### config.mk
export PLATFORM = sky130hd
export DESIGN_NAME = i2c_master_register_transfer
export DESIGN_NICKNAME = d
export VERILOG_FILES = /design/src/rtl/i2cmrt_pkg.sv /design/src/rtl/i2cmrt_step.sv /design/src/rtl/i2c_master_register_transfer.sv
export SDC_FILE = /design/constraint.sdc
export NUM_CORES = 1
export LEC_CHECK = 0
export BUFFER_PORTS_ARGS = -buffer_cell sky130_fd_sc_hd__buf_4
export CAP_MARGIN = 20
export CORE_MARGIN = 2
export CORE_UTILIZATION = 55
export DETAILED_ROUTE_END_ITERATION = 8
export GPL_ROUTABILITY_DRIVEN = 0
export PLACE_DENSITY = 0.86
export SYNTH_ARGS = -nofsm -noshare
export SYNTH_HDL_FRONTEND = slang
export SYNTH_SLANG_ARGS = --single-unit
### constraint.sdc
create_clock -name aclk -period 6.7 [get_ports aclk]
set_clock_uncertainty 0.2 [all_clocks]
set_input_delay 1.34 -clock aclk [delete_from_list [all_inputs] [get_ports aclk]]
set_output_delay 1.34 -clock aclk [all_outputs]
set_load 0.01 [all_outputs]
### src/rtl/i2cmrt_pkg.sv
// Shared types, phase codes and word layouts for the I2C register transfer master.
// No dependencies; used by i2cmrt_step and i2c_master_register_transfer.
package i2cmrt_pkg;

    // Bus sequence phases
    localparam int PhaseW = 5;
    typedef logic [PhaseW-1:0] phase_t;

    localparam phase_t PH_IDLE = 5'd0;
    localparam phase_t PH_ST0  = 5'd1;
    localparam phase_t PH_ST1  = 5'd2;
    localparam phase_t PH_ST2  = 5'd3;
    localparam phase_t PH_TXL  = 5'd4;
    localparam phase_t PH_TXD  = 5'd5;
    localparam phase_t PH_TXH  = 5'd6;
    localparam phase_t PH_AKR  = 5'd7;
    localparam phase_t PH_AKH  = 5'd8;
    localparam phase_t PH_AKE  = 5'd9;
    localparam phase_t PH_RXR  = 5'd10;
    localparam phase_t PH_RXL  = 5'd11;
    localparam phase_t PH_RXH  = 5'd12;
    localparam phase_t PH_MKS  = 5'd13;
    localparam phase_t PH_MKH  = 5'd14;
    localparam phase_t PH_MKL  = 5'd15;
    localparam phase_t PH_SPL  = 5'd16;
    localparam phase_t PH_SPH  = 5'd17;
    localparam phase_t PH_SPE  = 5'd18;

    // Request modes
    localparam logic [1:0] MODE_TICK  = 2'd0;
    localparam logic [1:0] MODE_WRITE = 2'd1;
    localparam logic [1:0] MODE_READ  = 2'd2;

    // Address byte construction
    localparam logic [7:0] ADDR_PREFIX = 8'hE8;
    localparam logic [7:0] DIR_READ    = 8'h01;
    localparam logic [7:0] DIR_WRITE   = 8'h00;

    // Byte slots of a transfer
    localparam logic [2:0] BYTE_ADDR   = 3'd0;
    localparam logic [2:0] BYTE_REG    = 3'd1;
    localparam logic [2:0] BYTE_DATA_L = 3'd2;
    localparam logic [2:0] BYTE_RD_LO  = 3'd3;
    localparam logic [2:0] BYTE_LAST   = 3'd4;
    localparam logic [3:0] BITS_BYTE   = 4'd8;

    // Word widths on the streams
    localparam int InDataW  = 32;
    localparam int InUserW  = 2;
    localparam int OutDataW = 24;

    typedef struct packed {
        logic [1:0]  mode;
        logic [2:0]  dev_addr;
        logic [7:0]  reg_index;
        logic [15:0] write_data;
        logic        sda_sample;
    } tick_t;

    typedef struct packed {
        phase_t      phase;
        logic [3:0]  bit_count;
        logic [7:0]  shift_byte;
        logic [2:0]  byte_index;
        logic        is_read;
        logic [2:0]  held_addr;
        logic [7:0]  held_reg;
        logic [15:0] held_data;
        logic [15:0] read_accum;
        logic        scl;
        logic        sda;
    } ctrl_t;

    typedef struct packed {
        logic [15:0] read_data;
        logic        ok;
        logic        done_res;
        logic        busy_res;
        logic        sda_level;
        logic        scl_level;
    } result_t;

    // Byte to shift out for a given slot
    function automatic logic [7:0] byte_to_send(input ctrl_t st, input logic [2:0] idx);
        logic [7:0] b;
        if (idx == BYTE_ADDR) begin
            b = ADDR_PREFIX | {5'd0, st.held_addr} | DIR_WRITE;
        end else if (idx == BYTE_REG) begin
            b = st.held_reg;
        end else if (st.is_read) begin
            b = ADDR_PREFIX | {5'd0, st.held_addr} | DIR_READ;
        end else if (idx == BYTE_DATA_L) begin
            b = st.held_data[7:0];
        end else begin
            b = st.held_data[15:8];
        end
        return b;
    endfunction

endpackage

### src/rtl/i2cmrt_step.sv
// One pin-update step of the I2C register transfer sequence.
// Combinational; depends on i2cmrt_pkg for the phase codes and structs.
module i2cmrt_step
    import i2cmrt_pkg::*;
(
    input  ctrl_t   cur,
    input  tick_t   tick,
    output ctrl_t   nxt,
    output result_t res
);

    logic       done;
    logic       okv;
    logic [2:0] idx_inc;
    logic [7:0] shift_rx;

    assign idx_inc  = cur.byte_index + 3'd1;
    assign shift_rx = (cur.bit_count != 4'd0) ? {cur.shift_byte[6:0], tick.sda_sample}
                                              : cur.shift_byte;

    // Advance the bus sequence by one step
    always_comb begin
        nxt  = cur;
        done = 1'b0;
        okv  = 1'b0;
        unique case (cur.phase)
            PH_IDLE: begin
                if (tick.mode == MODE_WRITE || tick.mode == MODE_READ) begin
                    nxt.is_read    = (tick.mode == MODE_READ);
                    nxt.held_addr  = tick.dev_addr;
                    nxt.held_reg   = tick.reg_index;
                    nxt.held_data  = tick.write_data;
                    nxt.read_accum = 16'd0;
                    nxt.byte_index = 3'd0;
                    nxt.bit_count  = 4'd0;
                    nxt.shift_byte = 8'd0;
                    nxt.sda        = 1'b1;
                    nxt.scl        = 1'b1;
                    nxt.phase      = PH_ST1;
                end
            end
            PH_ST0: begin
                nxt.sda   = 1'b1;
                nxt.scl   = 1'b1;
                nxt.phase = PH_ST1;
            end
            PH_ST1: begin
                nxt.sda   = 1'b0;
                nxt.phase = PH_ST2;
            end
            PH_ST2: begin
                // Abort when the bus did not follow our START
                if (tick.sda_sample) begin
                    done      = 1'b1;
                    nxt.phase = PH_IDLE;
                end else begin
                    nxt.sda        = 1'b0;
                    nxt.shift_byte = byte_to_send(cur, cur.byte_index);
                    nxt.bit_count  = 4'd0;
                    nxt.phase      = PH_TXL;
                end
            end
            PH_TXL: begin
                nxt.scl   = 1'b0;
                nxt.phase = (cur.bit_count >= BITS_BYTE) ? PH_AKR : PH_TXD;
            end
            PH_TXD: begin
                nxt.sda        = cur.shift_byte[7];
                nxt.shift_byte = {cur.shift_byte[6:0], 1'b0};
                nxt.phase      = PH_TXH;
            end
            PH_TXH: begin
                nxt.scl       = 1'b1;
                nxt.bit_count = cur.bit_count + 4'd1;
                nxt.phase     = PH_TXL;
            end
            PH_AKR: begin
                nxt.sda   = 1'b1;
                nxt.phase = PH_AKH;
            end
            PH_AKH: begin
                nxt.scl   = 1'b1;
                nxt.phase = PH_AKE;
            end
            PH_AKE: begin
                nxt.scl        = 1'b0;
                nxt.byte_index = idx_inc;
                if (cur.is_read && idx_inc == BYTE_DATA_L) begin
                    nxt.phase = PH_ST0;
                end else if (cur.is_read && idx_inc >= BYTE_RD_LO) begin
                    nxt.phase = PH_RXR;
                end else if (!cur.is_read && idx_inc >= BYTE_LAST) begin
                    nxt.phase = PH_SPL;
                end else begin
                    nxt.shift_byte = byte_to_send(cur, idx_inc);
                    nxt.bit_count  = 4'd0;
                    nxt.phase      = PH_TXD;
                end
            end
            PH_RXR: begin
                nxt.sda        = 1'b1;
                nxt.bit_count  = 4'd0;
                nxt.shift_byte = 8'd0;
                nxt.phase      = PH_RXL;
            end
            PH_RXL: begin
                // Shift in the bit sampled during the previous SCL high
                nxt.scl        = 1'b0;
                nxt.shift_byte = shift_rx;
                if (cur.bit_count >= BITS_BYTE) begin
                    if (cur.byte_index == BYTE_RD_LO) begin
                        nxt.read_accum = {cur.read_accum[15:8], shift_rx};
                    end else begin
                        nxt.read_accum = {shift_rx, cur.read_accum[7:0]};
                    end
                    nxt.phase = PH_MKS;
                end else begin
                    nxt.phase = PH_RXH;
                end
            end
            PH_RXH: begin
                nxt.scl       = 1'b1;
                nxt.bit_count = cur.bit_count + 4'd1;
                nxt.phase     = PH_RXL;
            end
            PH_MKS: begin
                // ACK the low byte, NACK the high byte
                nxt.sda   = (cur.byte_index != BYTE_RD_LO);
                nxt.phase = PH_MKH;
            end
            PH_MKH: begin
                nxt.scl   = 1'b1;
                nxt.phase = PH_MKL;
            end
            PH_MKL: begin
                nxt.scl        = 1'b0;
                nxt.byte_index = idx_inc;
                nxt.phase      = (idx_inc == BYTE_LAST) ? PH_RXR : PH_SPL;
            end
            PH_SPL: begin
                nxt.sda   = 1'b0;
                nxt.phase = PH_SPH;
            end
            PH_SPH: begin
                nxt.scl   = 1'b1;
                nxt.phase = PH_SPE;
            end
            PH_SPE: begin
                nxt.sda   = 1'b1;
                done      = 1'b1;
                okv       = 1'b1;
                nxt.phase = PH_IDLE;
            end
            default: begin
                nxt.phase = PH_IDLE;
            end
        endcase
    end

    // Report the pins and status after this step
    always_comb begin
        res.scl_level = nxt.scl;
        res.sda_level = nxt.sda;
        res.busy_res  = (nxt.phase != PH_IDLE);
        res.done_res  = done;
        res.ok        = okv;
        res.read_data = nxt.read_accum;
    end

endmodule

### src/rtl/i2c_master_register_transfer.sv
// Top level of the bit-level I2C master for 16-bit register accesses.
// Depends on i2cmrt_pkg and i2cmrt_step.

// Each input word is one pin-update tick and yields exactly one result word
// with the SCL/SDA drive levels and the transfer status after that tick. The
// block takes one tick per clock cycle unless the result side stalls: the tick
// goes into an input register, one step of the bus sequencer runs between that
// register and the output register, which holds the result until it is taken.
// The sequencer state is updated once per step, so a stall on the result side
// only holds the pipeline. A write transfer runs through START, four bytes
// with ack slots and STOP; a read sends three bytes with a repeated START
// before the third, then receives two bytes and ends with STOP.
// Requests are only taken while the sequencer is idle. A failed START check
// ends the transfer with done set and ok clear.
module i2c_master_register_transfer
    import i2cmrt_pkg::*;
(
    input  logic                 aclk,
    input  logic                 aresetn,
    input  logic                 s_tvalid,
    output logic                 s_tready,
    // dev_addr[2:0], reg_index[10:3], write_data[26:11], sda_sample[27], zero pad
    input  logic [InDataW-1:0]   s_tdata,
    // mode[1:0]
    input  logic [InUserW-1:0]   s_tuser,
    output logic                 m_tvalid,
    input  logic                 m_tready,
    // scl_level[0], sda_level[1], busy_res[2], done_res[3], ok[4],
    // read_data[20:5], zero pad
    output logic [OutDataW-1:0]  m_tdata
);

    logic    in_valid_reg;
    tick_t   in_tick_reg;
    ctrl_t   ctrl_reg;
    ctrl_t   ctrl_next;
    result_t step_res;
    logic    out_valid_reg;
    result_t out_res_reg;
    logic    advance;
    logic    step_fire;

    assign advance   = !out_valid_reg || m_tready;
    assign s_tready  = !in_valid_reg || advance;
    assign step_fire = in_valid_reg && advance;

    // Capture the incoming word
    always_ff @(posedge aclk) begin
        if (!aresetn) begin
            in_valid_reg <= 1'b0;
        end else if (s_tready) begin
            in_valid_reg <= s_tvalid;
        end
    end

    always_ff @(posedge aclk) begin
        if (s_tvalid && s_tready) begin
            in_tick_reg <= '{mode:       s_tuser[1:0],
                             dev_addr:   s_tdata[2:0],
                             reg_index:  s_tdata[10:3],
                             write_data: s_tdata[26:11],
                             sda_sample: s_tdata[27]};
        end
    end

    i2cmrt_step u_step (
        .cur  (ctrl_reg),
        .tick (in_tick_reg),
        .nxt  (ctrl_next),
        .res  (step_res)
    );

    // Commit one sequencer step per tick
    always_ff @(posedge aclk) begin
        if (!aresetn) begin
            ctrl_reg <= '{phase: PH_IDLE, scl: 1'b1, sda: 1'b1, default: '0};
        end else if (step_fire) begin
            ctrl_reg <= ctrl_next;
        end
    end

    // Hold the result until it is taken
    always_ff @(posedge aclk) begin
        if (!aresetn) begin
            out_valid_reg <= 1'b0;
        end else if (step_fire) begin
            out_valid_reg <= 1'b1;
        end else if (m_tready) begin
            out_valid_reg <= 1'b0;
        end
    end

    always_ff @(posedge aclk) begin
        if (step_fire) begin
            out_res_reg <= step_res;
        end
    end

    assign m_tvalid = out_valid_reg;
    assign m_tdata  = {{(OutDataW - $bits(result_t)){1'b0}}, out_res_reg};

    // A finished transfer leaves the sequencer idle
    a_done_idle: assert property (@(posedge aclk) disable iff (!aresetn)
        (m_tvalid && m_tdata[3]) |-> !m_tdata[2])
        else $error("done reported while still busy");

    // ok is only raised together with done
    a_ok_done: assert property (@(posedge aclk) disable iff (!aresetn)
        (m_tvalid && m_tdata[4]) |-> m_tdata[3])
        else $error("ok without done");

    // Write transfers keep the read accumulator cleared
    a_write_accum: assert property (@(posedge aclk) disable iff (!aresetn)
        (ctrl_reg.phase != PH_IDLE && !ctrl_reg.is_read) |-> (ctrl_reg.read_accum == 16'd0))
        else $error("read data changed during a write");

    // A tick without a request keeps an idle sequencer idle
    a_idle_hold: assert property (@(posedge aclk) disable iff (!aresetn)
        (step_fire && ctrl_reg.phase == PH_IDLE && in_tick_reg.mode != MODE_WRITE
         && in_tick_reg.mode != MODE_READ) |=> (ctrl_reg.phase == PH_IDLE))
        else $error("sequencer left idle without a request");

endmodule

# After elaboration in Yosys (flattened, before gate mapping)
# Cells that the tools add are included.
# classes
addsub	2
magnitude_cmp	3
eq_ne	32
muxes	36
n_reduce_logical	31
# op_table
operator	count
5-bit one-hot mux with 17 select lines	1
8-bit 2-to-1 mux	9
66-bit 2-to-1 mux	1
12-bit 2-to-1 mux	4
8-bit one-hot mux with 6 select lines	1
5-bit by 4-bit == test with 1-bit output (second input constant)	8
16-bit 2-to-1 mux	2
16-bit one-hot mux with 2 select lines	1
5-bit by 3-bit == test with 1-bit output (second input constant)	4
5-bit 2-to-1 mux	4
4-bit one-hot mux with 5 select lines	1
5-bit == test (second input constant)	3
7-bit AND reduction	2
5-bit by 2-bit == test with 1-bit output (second input constant)	2
5-bit nonzero test	2
3-bit by 2-bit == test with 1-bit output (second input constant)	3
2-bit inequality test (second input constant)	4
2-bit OR reduction	4
4-bit OR reduction	2
3-bit by 1-bit == test with 1-bit output (second input constant)	2
3-bit zero test	2
1-bit 2-to-1 mux	6
1-bit one-hot mux with 6 select lines	1
3-bit one-hot mux with 2 select lines	1
other kinds (24)	34
# word_totals
reg_bits	119
in_bits	38
output_inout_bits	26

# Depth between registers and ports, before layout
# logic_depth
depth_word	10
mapped_depth	11

# By module
# A second synthesis with hierarchy kept.
# unflattened
cells_unflattened	774
hier_area_um2	6645.1
# by_module_without_submodules
module	n_inst	cells_each	area_per_inst_um2	seq_area_each_um2
i2c_master_register_transfer	1	352	4336.7	2892.8
i2cmrt_step	1	422	2308.5	0.0

# Least setup slack after synthesis
# Ideal clock, no wire load.
# synth_path
kind	input to register
from	in m_tready
to	reg out_res_reg (netlist bit m_tdata[0]) (enable)
arrival_time_ns	2.508
required_ns	6.107
setup_slack_ns	3.598
cell_stages	5
path_cell_list	nor2b_4 > nand2b_1 > buf_6 > clkinv_2 > clkbuf_1
# synth_via
elab_chain_cells	2
# synth_rtl
item	line	source
start: declaration	i2c_master_register_transfer.sv:27	input logic m_tready,
1-bit logical OR	i2c_master_register_transfer.sv:43	assign advance = !out_valid_reg || m_tready;
1-bit logical AND	i2c_master_register_transfer.sv:45	assign step_fire = in_valid_reg && advance;
via step_fire	i2c_master_register_transfer.sv:41	logic step_fire;
end signal: assignment	i2c_master_register_transfer.sv:95	out_res_reg <= step_res;
end: declaration	i2c_master_register_transfer.sv:39	result_t out_res_reg;
# The timed path passes the listed nets, and every way through them passes these cells.
# A chain may end at the register's enable or synchronous reset.

# Worst setup path in the final report
# layout_path
from	in m_tready
to	reg ctrl_reg[52] (netlist bit)
# layout_via
elab_chain_cells	3
# layout_rtl
item	line	source
1-bit logical OR	i2c_master_register_transfer.sv:43	
1-bit logical AND	i2c_master_register_transfer.sv:45	
7-bit AND reduction (no line)	--	
end signal: assignment	i2c_master_register_transfer.sv:78	ctrl_reg <= ctrl_next;
end: declaration	i2c_master_register_transfer.sv:35	ctrl_t ctrl_reg;
# No other way between the ends.

==> metrics.md <==
| Metric | Value |
|---|---|
| Period utilisation layout | `50.0%` |
| Post-DP HPWL | `8.43 mm` |
| CTS HTree Levels | `4` |
| Reg2reg start | `ctrl_reg[48]` |
| CP Data Arrival Time | `3.60 ns` |
| Setup TNS | `0 ns` |
| Fillers | `735` |
| Hold Vio Cnt, Final | `0` |
| Slew margin rel. | `43.6%` |
| CTS Buf Count | `17` |
| Clock power share | `49.7%` |
| GR Overflow Total | `0` |
| Post-Synthesis Cell Area | `5650 um^2` |
| Num Clock Sinks | `119` |
| Hold Crit Endpoint | `ctrl_reg[17]` |
| Switching Share | `24.1%` |
| Drt drc | `0` |
| Max reg flops | `66` |
| Gate power share | `7.3%` |
| Longest Clk Path Bufs | `2` |
| Die height | `105 um` |
| Post-CTS setup buffers | `0` |
| Vias/cell | `6.14` |
| Final Instance Area | `6710 um^2` |
| Post-synth EDFFs | `51` |
| Synth warn | `0` |
| Status | `completed` |
| Cell depth of the worst flop-to-flop path | `8` |
| Top_reg_cell synth | `dfxtp_1` |
| Slew Limit Fails | `0` |
| CP Capture Type | `register` |
| Row cnt | `37` |
| Critical path startpoint | `m_tready` |
| Final nets | `692` |
| Period minus WS final | `3.35 ns` |
| Asr flop ratio synth | `0%` |
| FMAX | `298 MHz` |
| Hold Crit Depth | `2` |
| Final antenna-violating net count | `0` |
| N_diodes | `0` |
| Int Pwr | `1.43 mW` |
| Seq pwr share | `43.0%` |
| Internal reg-to-reg setup slack | `3.71 ns` |
| Min-delay src | `ctrl_reg[17]` |
| IO Port Bufs | `56` |
| Layout cell share with drive strength beyond 1 | `15.8%` |
| Antenna violations before repair | `0` |
| FF-to-FF End | `ctrl_reg[14]` |
| Chip Width | `105 um` |
| Cell count after synthesis | `603` |
| #FFs+latches synth | `119` |
| Post-CTS Resized | `0` |
| 1st-iter DRT viols | `493` |
| Max IR drop VDD | `0.180 mV` |
| Via count | `4870` |
| Area delta synth->final | `18.8%` |
| Vias in the first global route | `4467` |
| Initial Utilization | `55.7%` |
| Placed cell areas | `6100 um^2` |
| Hold Crit Class | `reg2reg` |
| RSZ-0062 raised after global routing | `false` |
| Largest net degree at the start of global routing | `59` |
| Leak | `2.40 nW` |
| Worst Tran Pin Value | `0.844 ns` |
| Hold bufs inserted after CTS | `0` |
| Total track usage | `23.7%` |
| Yosys cell types | `64` |
| First-pass GRT wire length | `21.1 mm` |
| CP required | `6.94 ns` |
| CP Launch Type | `input pin` |
| Wire length per cell | `16.3 um` |
| Post-synthesis sequential area ratio | `51.2%` |
| Clock slew at reported path FFs | `0.06 ns` |
| WS Path Type | `in2reg` |
| First-pass DRT Iterations | `8` |
| Count of final setup violators | `0` |
| Power, Total | `1.88 mW` |
| Clk_lat worst skew | `0.53 ns` |
| P_sw | `0.454 mW` |
| DIE AREA | `11100 um^2` |
| Final WL | `12.9 mm` |
| PD cells | `280 nW/um^2` |
| Avg Inst Size Synth | `9.37 um^2` |
| # IOs | `64` |
| Crit Path Max Fanout | `45` |
| Core Region | `10100 um^2` |
| CTS root buf | `clkbuf_8` |
| Max-Cap Viols | `0` |
| CTS tree | `built` |
-- synthesized netlist by cell type (5+ instances only) --
cell,number,area (um^2)
nand2_1,114,428
dfxtp_1,68,1360
a21oi_1,65,325
edfxtp_1,51,1530
nor2_1,42,158
clkbuf_1,24,90.1
nor3_1,19,95.1
mux2i_1,16,160
o21ai_0,16,80.1
a22o_1,14,123
inv_1,12,45.0
buf_2,11,55.1
ha_1,10,125
o22ai_1,10,62.6
a31oi_1,9,56.3
nand2b_1,8,50.1
o2bb2ai_1,8,70.1
nor2b_1,6,37.5
or3_1,6,37.5
a2111oi_0,5,43.8
-- stage by stage --
step	worst slack (ns)	instances	utilization (%)	hold WS, ns
4_1_cts	3.36	793	66.2	0.255
6_report	3.35	793	66.2	0.256
2_1_floorplan	3.60	605	-	0.236
3_5_place_dp	2.88	761	60.2	0.247
5_1_grt	3.23	793	66.2	0.280
3_3_place_gp	2.96	761	60.2	0.241
-- power groups by stage --
stage / Sequential, mW / Combinational (mW) / Clock [mW]
final: 0.808 / 0.137 / 0.935
after global routing: 0.810 / 0.148 / 0.976
after CTS: 0.807 / 0.134 / 0.943
after detailed placement: 0.822 / 0.133 / 0
after global placement: 0.821 / 0.128 / 0
after floorplan: 0.813 / 0.0956 / 0
-- worst max path at each step --
| stage | slack [ns] | endpoint | depth (start not counted) |
|---|---|---|---|
| finish | 3.35 | ctrl_reg[52] | 10 |
| global route | 3.23 | ctrl_reg[52] | 10 |
| CTS | 3.36 | s_tready | 4 |
| detailed placement | 2.88 | ctrl_reg[58] | 10 |
| global placement | 2.96 | ctrl_reg[58] | 10 |
| floorplan | 3.60 | m_tdata[0] | 5 |
-- worst max-delay path, cell delays in order --
cell,delay (ns)
buf_4,0.09
nor2b_4,0.04
nand2b_1,0.14
buf_4,0.23
clkinv_2,0.08
buf_4,0.41
nand2_2,0.17
a211oi_4,0.46
nand3_1,0.35
o2bb2ai_1,0.27
-- cell type report --
cell class              count  area (um^2)  area share [%]
inverters                  15         57.6           0.858
well taps                 136          170            2.54
clock inverters            14          184            2.74
flip-flops and latches    119         2890            43.1
multi-input cells         429         2510            37.5
clock buffers              18          428            6.38
repair buffers             62          465            6.94
-- cells in the final DEF (no fill, tap or decap), types with 5 or more instances in the layout --
cell,netlist,layout
edfxtp_1,51,51
o21ai_0,16,16
or3_1,6,6
nand2b_1,8,8
nor2b_1,6,6
mux2i_1,16,16
ha_1,10,10
nand2_1,114,114
nor3_1,19,19
o2bb2ai_1,8,8
a21oi_1,65,65
clkbuf_16,0,16
a31oi_1,9,9
dfxtp_1,68,68
inv_1,12,12
inv_6,0,8
o22ai_1,10,10
a22o_1,14,14
buf_4,4,62
a2111oi_0,5,5
nor2_1,42,42
-- layer usage --
layer,part of all wire [%],up-vias,track usage [%]
li1,-,2283,-
met1,39,2235,29.2
met2,49,284,39.4
met3,8.2,68,6.18
met4,3.5,0,10.2
met5,0,-,0
-- logic make-up after synthesis --
kind of cell | after synthesis | synth area share, %
xor+xnor | 3 | 0.465
fa+ha+maj | 11 | 2.39
buf+inv | 57 | 4.45
compound gates | 171 | 20.4
flops | 119 | 51.2
mux | 16 | 2.83
simple gates | 225 | 18.2
other cells | 1 | 0.0664
No activity file was read; power rests on OpenSTA's default activity.
